<file path="src/sv/assert_macros.svh">
// Assertion macros shared by the translator RTL.
`ifndef ASSERT_MACROS_SVH
`define ASSERT_MACROS_SVH
`ifndef SYNTH
// Clocked assertion, disabled while reset is asserted.
`define ASSERT_AT(lbl, clk, rstn, prop, msg) \
    lbl: assert property (@(posedge clk) disable iff (!rstn) (prop)) else $error(msg);
// Clocked assertion that also holds during reset.
`define ASSERT_ALWAYS(lbl, clk, prop, msg) \
    lbl: assert property (@(posedge clk) (prop)) else $error(msg);
`else
`define ASSERT_AT(lbl, clk, rstn, prop, msg)
`define ASSERT_ALWAYS(lbl, clk, prop, msg)
`endif
`endif

</file>
<file path="src/sv/prt_ram.sv">
// Generic single-write, single-read RAM with registered read data.
module prt_ram #(
    parameter int WIDTH = 8,
    parameter int DEPTH = 64
) (
    input  logic                                   aclk,
    input  logic                                   we,
    input  logic [(DEPTH > 1 ? $clog2(DEPTH) : 1)-1:0] waddr,
    input  logic [WIDTH-1:0]                       wdata,
    input  logic [(DEPTH > 1 ? $clog2(DEPTH) : 1)-1:0] raddr,
    output logic [WIDTH-1:0]                       rdata
);

    logic [WIDTH-1:0] mem [DEPTH];
    logic [WIDTH-1:0] rdata_reg;

    always_ff @(posedge aclk) begin
        if (we) begin
            mem[waddr] <= wdata;
        end
        rdata_reg <= mem[raddr];
    end

    assign rdata = rdata_reg;

endmodule

</file>
<file path="config.mk">
export PLATFORM = sky130hd
export DESIGN_NAME = prt_ram
export DESIGN_NICKNAME = d
export VERILOG_FILES = /design/src/sv/assert_macros.svh /design/src/sv/prt_ram.sv
export SDC_FILE = /design/constraint.sdc
export NUM_CORES = 1
export LEC_CHECK = 0
export BUFFER_PORTS_ARGS = -buffer_cell sky130_fd_sc_hd__buf_4
export CELL_PAD_IN_SITES_DETAIL_PLACEMENT = 1
export CELL_PAD_IN_SITES_GLOBAL_PLACEMENT = 2
export CORE_MARGIN = 2
export CORE_UTILIZATION = 54
export DETAILED_ROUTE_END_ITERATION = 10
export GPL_TIMING_DRIVEN = 0
export MAX_ROUTING_LAYER = met4
export PLACE_DENSITY_LB_ADDON = 0.08
export SLEW_MARGIN = 10
export SYNTH_ARGS = -nofsm -noshare
export SYNTH_HDL_FRONTEND = slang
export SYNTH_SLANG_ARGS = --single-unit
</file>
<file path="constraint.sdc">
create_clock -name aclk -period 3.09 [get_ports aclk]
set_input_delay 0.4635 -clock aclk [delete_from_list [all_inputs] [get_ports aclk]]
set_output_delay 0.4635 -clock aclk [all_outputs]
set_load 0.02 [all_outputs]
</file>
**Word level (Yosys, flattened, before mapping)**

Memory sizes are Yosys's and may differ from the RTL's. A register that Yosys moved wholly into a read port is not among the register bits.
Index checks and enable logic that the tools add are counted.

- Logic and storage cells: 3
- RAM bits: 512
- Flip-flop bits (word level): 0
- Memories: 1
- Input bits: 22

- Muxes and demuxes: 2

Memories:

| name | depth | bits a word | rd ports | clocked after memory_dff | write ports | RTL line | text |
|---|---|---|---|---|---|---|---|
| mem | 64 | 8 | 1 | 1 | 1 | prt_ram.sv:14 | `logic [WIDTH-1:0] mem [DEPTH];` |

Operators with widths:

| kind | count |
|---|---|
| two-way mux 1 bit | 2 |

**Depth between registers and ports, before layout**

Gate-level depths: netlist of run 1.

- Depth in word-level cells: 2
- Depth in mapped cells: 9

**Worst setup path after synthesis of run 1**

Ideal clock, no wire load.

- Path type: input to register
- From: input port raddr[1] (netlist name)
- To: register rdata_reg[3] (netlist: rdata[3]), read port of mem
- Arrival time: 2.003 ns
- Library setup time: 0.128 ns
- Stages: 7
- Setup slack: 0.959 ns
- Buffers on the path: 3
- Data required time: 2.962 ns
- Cells stage by stage: buf_4 -> buf_2 -> buf_2 -> mux4_2 -> mux4_2 -> o21ai_1 -> o41ai_1

RTL lines:

| element | RTL line | text |
|---|---|---|
| start: declaration | prt_ram.sv:10 | `input logic [(DEPTH > 1 ? $clog2(DEPTH) : 1)-1:0] raddr,` |
| end: declaration | prt_ram.sv:15 | `logic [WIDTH-1:0] rdata_reg;` |

==> results.toml, run 1 <==
[worst_setup_path]
cp_max_fo = 10
crit_type = "input port to flop"
endpoint_kind = "flop"
worstPathArrival_ps = 3150
required_ps = 3520
cp-start-kind = "input port"

[power]
irDropWorstVdd_mv = 0.5875
total_power_mw = 14.87
power.density_mw_per_mm2 = 658.1
p_leak_nw = 7.056

[synth]
yosysMostFrequentCell = "edfxtp_1"
synth_enable_flop_cells = 512
synth_nets = 962
synth_top_area_share = 0.7624
synth_area_per_cell_um2 = 21.45
synth_area_leaders = "edfxtp_1 76%, mux4_2 14%, nor2_1 1.5%"
synthArstFlopShare = 0
synth_flop_cell = "edfxtp_1"
yosys_warnings = 0
ys_types = 40
synth_top_cell_by_area = "edfxtp_1"
synth.cell_area_mm2 = 0.02017
seq_area_frac_synth = 0.7703
netlist_instances = 940
synth_seq_cells = 520
synth_commonest_cells = "512 x edfxtp_1, 126 x mux4_2, 83 x nor2_1, 23 x mux2i_1, 19 x nand2_1"

[clock_tree]
cts.sinks = 520
hold_buffers = 0
cts_tree = "built"
cts_setup_buffers = 0
clock_latency_ps = 590
cts-root-buf = "clkbuf_16"
cts_buffers = 52
ctsResizeCount = 0
cts.path.max_buffers = 3
htree_levels = 2
clk_pin_slew_worst_paths_ps = 60

[timing]
fmax_ghz = 0.3677
tightest_slew_ps = 1007
finalClockSkew_ps = 15.99
hold_viol = 0
setup_ws_ps = 370.6
fin_crit_ps = 2719
rsz0062_at_grt = "false"
fin_crit_sh = 0.8801
setup_viol = 0
hold_slack_ps = 253.4
slew_viol_final = 0
timing.slew.headroom = 0.3286
tns_ps = 0

[floorplan]
num_rows = 70
die_w_um = 197.3
start_util = 0.5495
core_mm2 = 0.03670
die-area_mm2 = 0.03891
die_y_um = 197.3
io_pins = 30

[finish]
area_growth_pct = 12.06
largest_reg_flops = 512
fin_nets = 1037
final_area_mm2 = 0.02260
drive_above_1_share = 0.2621

[routing]
via_per_inst = 6.497
m1WireLength_um = 21740
wl_per_cell_um = 33.38
wl_met2_um = 24230
drt_iter0_drc = 1070
num_vias = 9915
ant_nets = 0
drc = 0
routed_wl_um = 50940
dr.pass1.iters = 5
met3_length_um = 3770
top_layer_used = "met4"

[global_route]
overflow = 0
grt_pass1_vias = 10160
gr-usage-all-layers = 0.2811
grt_max_degree = 65
grt_pass1_wl_um = 73180
antenna_found_initial = 0

[placement]
port_buffers = 21
place_congestion = 0.8462
pre_cts_slack_ps = -270.0
hpwl_um = 32270
dpl_cell_area_mm2 = 0.02091

[run]
maxCapViolCount = 0

[min_path]
holdCritPathClass = "input port to flop"

[run_status]
outcome = "completed"
-- area by class of cell --
cell class                 count  area [um^2]
fill                        3013        14100
sequential                   520        15530
clock inverter                34        306.5
multi-input combinational    369         4325
tap                          468        585.6
buffer                        51        316.6
antenna                        1        2.502
clock buffer                  62         1370
timing repair buffer          21        157.7
-- worst paths after layout --
kind                      endpoint  cells after the start                  from  slack (ps)
setup reg to reg  rdata[4]$_DFF_P_                      5  mem[20][4]$_DFFE_PP_         950
hold reg to reg   rdata[7]$_DFF_P_                      4   mem[6][7]$_DFFE_PP_         940
setup / recovery  rdata[4]$_DFF_P_                      8              raddr[1]         370
hold / removal    rdata[5]$_DFF_P_                      2              raddr[5]         250
-- per-layer routing --
layer	vias up	track usage
met4	0	0.07519
met5	-	-
met2	447	0.4255
li1	4099	-
met3	81	0.04900
met1	5288	0.4034
-- logic make-up (layout without fill, tap and decap cells) --
family / after synthesis / count (layout) / synth area share
DFF: 520 / 520 / 0.7703
muxes: 162 / 162 / 0.1594
and+or+nand+nor: 153 / 153 / 0.03387
AOI/OAI and AO/OA: 54 / 54 / 0.02072
buffers and inverters: 51 / 168 / 0.01570
other: 0 / 1 / 0
-- power breakdown --
part | internal, mW | leakage [nW] | switching (mW) | total [mW]
Combinational | 0.287 | 1.55 | 0.532 | 0.819
Clock | 3.59 | 0.828 | 2.64 | 6.23
Sequential | 7.81 | 4.67 | 0.0147 | 7.82
Total | 11.7 | 7.06 | 3.19 | 14.9
-- layout by cell type (no fill, tap or decap), drive strengths merged, types with 2 or more instances in the layout --
cell      netlist  routed
o2111ai         3       3
o21a            2       2
edfxtp        512     512
a221oi          6       6
o21ai           4       4
o2bb2ai         3       3
o221ai          8       8
a2111oi         2       2
o32ai           2       2
a22oi           3       3
buf            34      55
nor3            7       7
nor2b          14      14
dfxtp           8       8
mux2i          23      23
nand3          13      13
nand2b          7       7
nand2          19      19
nor2           83      83
bufinv          0       5
clkinvlp        0       4
o22ai           8       8
mux4          126     126
mux2           13      13
a211oi          4       4
clkbuf         17      79
o41ai           2       2
a21oi           3       3
nand3b          3       3
clkinv          0      24
nand4           2       2
nor4            2       2
o221a           2       2
-- stage by stage --
| step | utilization | std cells |
|---|---|---|
| finish | 0.6158 | 1526 |
| global route | 0.6158 | 1525 |
| CTS | 0.6155 | 1525 |
| detailed placement | 0.5698 | 1429 |
| global placement | 0.5698 | 1429 |
| floorplan | - | 940 |
-- critical path, cell delays in order --
cell,delay [ps]
buf_4,170
buf_2,380
buf_1,790
nand2_1,360
o221ai_1,300
nor2_1,130
nor3_1,320
o32ai_1,210
(Power assumes the default switching activity.)
==> run 2, diff against run 1 <==
--- a/config.mk
+++ b/config.mk
@@ -9,11 +9,12 @@
 export CELL_PAD_IN_SITES_DETAIL_PLACEMENT = 1
 export CELL_PAD_IN_SITES_GLOBAL_PLACEMENT = 2
 export CORE_MARGIN = 2
-export CORE_UTILIZATION = 54
+export CORE_UTILIZATION = 50
 export DETAILED_ROUTE_END_ITERATION = 10
 export GPL_TIMING_DRIVEN = 0
 export MAX_ROUTING_LAYER = met4
 export PLACE_DENSITY_LB_ADDON = 0.08
+export SETUP_SLACK_MARGIN = 0.1
 export SLEW_MARGIN = 10
 export SYNTH_ARGS = -nofsm -noshare
 export SYNTH_HDL_FRONTEND = slang
==> run 2 against run 1 <==
  * Total power up 1.9%
  * Combinational power increased by 1%
  * Hold slack got worse by 42 ps
  * Via count fell by 0.16%
  * Cell area increased by 0.69%
  * Clock-buffer cell count grew 8
  * Critical path depth unchanged
  * Global-route usage down 0.98 points
  * Largest cell class unchanged
  * Critical endpoint is now rdata[6]$_DFF_P_
  * Flip-flop and latch count unchanged
  * Critical path type unchanged
  * Sequential share of layout area down 0.47 points
==> results.toml, run 2 (same netlist as run 1, synthesis figures left out) <==
[clock_tree]
hold_buffers = 0
cts_buffers = 53
cts.path.max_buffers = 3
cts_setup_buffers = 0
htree_levels = 2
cts_tree = "built"
clk_pin_slew_worst_paths_ps = 60
cts.sinks = 520
clock_latency_ps = 590
ctsResizeCount = 0
cts-root-buf = "clkbuf_16"

[placement]
port_buffers = 21
hpwl_um = 33060
dpl_cell_area_mm2 = 0.02098
place_congestion = 0.8353
pre_cts_slack_ps = -422.6

[min_path]
hold_start = "raddr[5]"
holdCritPathClass = "input port to flop"
holdPathEnd = "rdata[3]$_DFF_P_"
holdPathStages = 2

[timing]
fin_crit_sh = 0.9652
finalClockSkew_ps = 8.885
slew_viol_final = 0
hold_viol = 0
fin_crit_ps = 2983
hold_slack_ps = 211.6
setup_ws_ps = 107.5
setup_viol = 0
tns_ps = 0
tightest_slew_ps = 1142
timing.slew.headroom = 0.2387
fmax_ghz = 0.3353
rsz0062_at_grt = "false"

[routing]
ant_nets = 0
num_vias = 9899
drt_iter0_drc = 1043
met3_length_um = 3233
m1WireLength_um = 23710
drc = 0
wl_per_cell_um = 33.31
dr.pass1.iters = 4
via_per_inst = 6.245
wl_met2_um = 24570
top_layer_used = "met4"
routed_wl_um = 52800

[worst_setup_path]
critPathBufInv = 3
reg2reg_from = "mem[3][5]$_DFFE_PP_"
r2r_slack_ps = 810
r2r_end = "rdata[5]$_DFF_P_"
required_ps = 3520
cp_max_fo = 10
crit_slowest_cell = "buf_1"
crit_family = "buffers and inverters"
worstPathArrival_ps = 3410
endpoint_kind = "flop"
cp-start-kind = "input port"
crit_chain = "buf_4 -> buf_2 -> buf_1 -> nand2_1 -> o221ai_1 -> nor2_1 -> nor3_1 -> o32ai_1"
crit_type = "input port to flop"
r2r_cells = 4
slowest_delay_ps = 900

[floorplan]
num_rows = 73
die_w_um = 204.8
die-area_mm2 = 0.04196
io_pins = 30
core_mm2 = 0.03973
die_y_um = 204.8
start_util = 0.5076

[finish]
area_growth_pct = 12.84
drive_above_1_share = 0.2531
final_core_util = 0.5727
final_common_cell = "edfxtp_1"
fin_nets = 1038
final_area_mm2 = 0.02276
mostFrequentLayoutCells = "512 x edfxtp_1, 126 x mux4_2, 83 x nor2_1"
largest_reg_flops = 512

[power]
p_leak_nw = 7.070
power.density_mw_per_mm2 = 666.1
comb_power_share = 0.055
swShare = 0.2120
internal_power_mw = 11.94
p_seq_frac = 0.516
p_switching_mw = 3.214
irDropWorstVdd_mv = 0.4926
clkPwrFrac = 0.429

[global_route]
antenna_found_initial = 2
grt_pass1_wl_um = 75900
grt_max_degree = 65
gr-usage-all-layers = 0.2713
grt_pass1_vias = 10280
overflow = 0

[run_status]
outcome = "completed"

[run]
maxCapViolCount = 0
run 2: changes by cell type in the layout (fill, tap and decap cells not counted):
| cell | change |
|---|---|
| clkbuf_8 | -1 |
| clkinv_1 | +4 |
| bufinv_16 | +2 |
| clkinv_2 | -14 |
| inv_6 | +1 |
| clkbuf_1 | +7 |
| clkbuf_16 | +2 |
| clkinv_4 | +1 |
run 2: through the flow:
stage	instances	power, mW
global placement	1486	8.786
floorplan	940	8.401
global route	1585	15.57
CTS	1584	15.26
finish	1585	15.16
detailed placement	1486	8.804
run 2: how the worst max path moves through the flow:
stage | slack [ps] | from | endpoint | cells after the start
after detailed placement | -420 | raddr[1] | rdata[6]$_DFF_P_ | 8
after global placement | -370 | raddr[1] | rdata[6]$_DFF_P_ | 8
after CTS | 190 | raddr[1] | rdata[6]$_DFF_P_ | 8
after floorplan | 960 | raddr[1] | rdata[3]$_DFF_P_ | 7
after global routing | 140 | raddr[1] | rdata[6]$_DFF_P_ | 8
final | 110 | raddr[1] | rdata[6]$_DFF_P_ | 8
run 2: power by group through the flow:
stage / sequential, mW / combinational (mW) / clock [mW]
2_1_floorplan: 7.99 / 0.416 / 0
3_3_place_gp: 7.97 / 0.817 / 0
3_5_place_dp: 7.97 / 0.831 / 0
4_1_cts: 7.82 / 0.834 / 6.60
5_1_grt: 7.82 / 0.871 / 6.87
6_report: 7.82 / 0.829 / 6.51
run 2: layer usage:
layer  vias to the layer above  track usage
met5                         -            -
met4                         0      0.08023
met3                        81      0.04566
met2                       349       0.3994
met1                      5392       0.3949
li1                       4077            -
run 2: cell type report:
cell class / instances / area (um^2)
Fill cell: 3385 / 16980
Timing Repair Buffer: 21 / 157.7
Multi-Input combinational cell: 369 / 4325
Sequential cell: 520 / 15530
Clock inverter: 28 / 329.1
Clock buffer: 70 / 1433
Tap cell: 525 / 656.9
Antenna cell: 1 / 2.502
Buffer: 51 / 316.6
==> run 3, diff against run 2 <==
--- a/config.mk
+++ b/config.mk
@@ -5,11 +5,12 @@
 export SDC_FILE = /design/constraint.sdc
 export NUM_CORES = 1
 export LEC_CHECK = 0
+export ABC_AREA = 1
 export BUFFER_PORTS_ARGS = -buffer_cell sky130_fd_sc_hd__buf_4
 export CELL_PAD_IN_SITES_DETAIL_PLACEMENT = 1
 export CELL_PAD_IN_SITES_GLOBAL_PLACEMENT = 2
 export CORE_MARGIN = 2
-export CORE_UTILIZATION = 50
+export CORE_UTILIZATION = 47
 export DETAILED_ROUTE_END_ITERATION = 10
 export GPL_TIMING_DRIVEN = 0
 export MAX_ROUTING_LAYER = met4
==> run 3 against run 2 <==
  * Synthesized cell count up 92%
  * Non-clock buffer count up 70
  * Clock power down 4.9%
  * Fmax up 7.8%
  * Routed wire length up 33%
  * Clock skew up 2.9 ps
  * Global-route usage up 4.3 points
  * Register-to-register slack better by 780 ps
  * Combinational power up 35%
  * First-iteration DRC count up 34%
  * Final cell count up 60%
  * Largest cell class unchanged
  * Highest routed layer unchanged
==> results.toml, run 3 <==
[finish]
largest_reg_flops = 512
fin_nets = 1911
area_growth_pct = 12.42
multiInputGateArea_mm2 = 0.004996
fill_cells = 4699
mostFrequentLayoutCells = "648 x nand2_1, 512 x edfxtp_1, 439 x nand3_1"
seqCellArea_mm2 = 0.01553
fin_cells = 2533
drive_above_1_share = 0.1009
final_common_cell = "nand2_1"

[timing]
tns_ps = 0
tightest_slew_ps = 1204
hold_viol = 0
rsz0062_at_grt = "false"
finalClockSkew_ps = 11.75
fin_crit_ps = 2766
hold_slack_ps = 367.5
fmax_ghz = 0.3615
setup_viol = 0
timing.slew.headroom = 0.1945
fin_crit_sh = 0.8952
slew_viol_final = 0

[min_path]
holdPathStages = 3
hold_start = "raddr[5]"
holdCritPathClass = "input port to flop"
holdPathEnd = "rdata[6]$_DFF_P_"

[worst_setup_path]
required_ps = 3310
r2r_cells = 8
worstPathArrival_ps = 2980
crit_type = "input port to flop"
cp_max_fo = 9
cp-start-kind = "input port"
endpoint_kind = "flop"
critPathLaunch = "waddr[2]"
reg2reg_from = "mem[33][5]$_DFFE_PP_"
r2r_end = "rdata[5]$_DFF_P_"
r2r_slack_ps = 1590

[synth]
synth_flop_cell = "edfxtp_1"
synth_commonest_cells = "648 x nand2_1, 512 x edfxtp_1, 439 x nand3_1, 56 x nor2_1, 37 x buf_2"
synth_top_cell_by_area = "edfxtp_1"
synth_seq_cells = 520
synth_enable_flop_cells = 512
netlist_instances = 1805
seq_area_frac_synth = 0.7280
synth_top_area_share = 0.7205
synth_nets = 1827
synth_area_leaders = "edfxtp_1 72%, nand2_1 11%, nand3_1 10%"
synth.cell_area_mm2 = 0.02134
synth_area_per_cell_um2 = 11.82
yosys_warnings = 0
ys_types = 16
synthArstFlopShare = 0
yosysMostFrequentCell = "nand2_1"

[global_route]
overflow = 0
grt_max_degree = 65
grt_pass1_vias = 14730
gr-usage-all-layers = 0.3144
grt_pass1_wl_um = 101700
antenna_found_initial = 1

[power]
comb_power_share = 0.074
p_leak_nw = 8.658
swShare = 0.2357
p_seq_frac = 0.517
irDropWorstVdd_mv = 0.5246
power.density_mw_per_mm2 = 630.7
p_switching_mw = 3.567
clkPwrFrac = 0.409
internal_power_mw = 11.56

[routing]
via_per_inst = 5.745
num_vias = 14550
drt_iter0_drc = 1402
drc = 0
ant_nets = 0
wl_per_cell_um = 27.72
routed_wl_um = 70220
dr.pass1.iters = 5

[floorplan]
core_mm2 = 0.04509
io_pins = 30
die-area_mm2 = 0.04712
num_rows = 78
start_util = 0.4733
die_y_um = 217.1
die_w_um = 217.1

[clock_tree]
clk_pin_slew_worst_paths_ps = 60
clock_latency_ps = 610
htree_levels = 2
cts_buffers = 53
cts.sinks = 520
cts_setup_buffers = 0
hold_buffers = 0
cts-root-buf = "clkbuf_16"
ctsResizeCount = 0
cts.path.max_buffers = 3
cts_tree = "built"

[placement]
place_congestion = 0.9083
placedCellCount = 2434
hpwl_um = 47390
port_buffers = 21

[run_status]
outcome = "completed"

[run]
maxCapViolCount = 0
-- run 3: changes by cell type after synthesis, sizes merged, moves of 8 or more --
| cell | delta |
|---|---|
| buf | +64 |
| inv | +12 |
| mux2 | -13 |
| mux2i | -23 |
| mux4 | -126 |
| nand2 | +629 |
| nand3 | +426 |
| nor2 | -27 |
| nor2b | -14 |
| o221ai | -8 |
| o22ai | -8 |
-- run 3: how the worst max path moves through the flow --
stage	endpoint	slack (ps)
after global routing	mem[28][7]$_DFFE_PP_	260
after detailed placement	mem[28][5]$_DFFE_PP_	-250
final	mem[28][5]$_DFFE_PP_	320
after CTS	mem[28][7]$_DFFE_PP_	400
after global placement	mem[52][0]$_DFFE_PP_	-440
after floorplan	mem[48][0]$_DFFE_PP_	860
-- run 3: metrics by stage --
step	total power, mW	worst slack, ps	cell area [um^2]	utilization
finish	15.13	323.8	23990	0.5321
CTS	15.19	396.9	23990	0.5320
detailed placement	9.089	-247.4	22360	0.4958
floorplan	8.535	860.4	21340	-
global route	15.52	261.0	23990	0.5321
global placement	9.057	-438.7	22250	0.4934
-- run 3: area by class of cell --
cell class	instances	area share
diodes	1	0.0001043
plain buffers	113	0.03369
clock buffers	77	0.06165
clock inverters	21	0.006363
inverters	12	0.002086
multi-input cells	1160	0.2083
flip-flops and latches	520	0.6476
well taps	600	0.03129
repair buffers	29	0.008971
-- run 3: power groups by stage --
stage                     Clock (mW)  Combinational (mW)  Sequential (mW)
after floorplan                    0               0.549             7.99
after global placement             0                1.09             7.97
after detailed placement           0                1.12             7.97
after CTS                       6.24                1.12             7.82
after global routing            6.49                1.20             7.83
final                           6.19                1.12             7.82
-- run 3: cell families after synthesis --
kind of cell | after synthesis | synth area share
buffers and inverters | 125 | 0.04022
AND/OR/NAND/NOR | 1160 | 0.2318
flip-flops | 520 | 0.7280
-- run 3: layer usage --
layer | track usage | vias to the layer above | share of wire | wire length [um]
met5 | - | - | 0 | 0
li1 | - | 6530 | - | -
met4 | 0.1196 | 0 | 0.038 | 2661
met1 | 0.4282 | 7379 | 0.43 | 30080
met3 | 0.04626 | 127 | 0.067 | 4683
met2 | 0.4819 | 516 | 0.47 | 32800
-- run 3: worst max-delay path, cell delays in order --
cell and delay [ps]:
clkbuf_1 480, nand4_1 810, nor2_1 1210
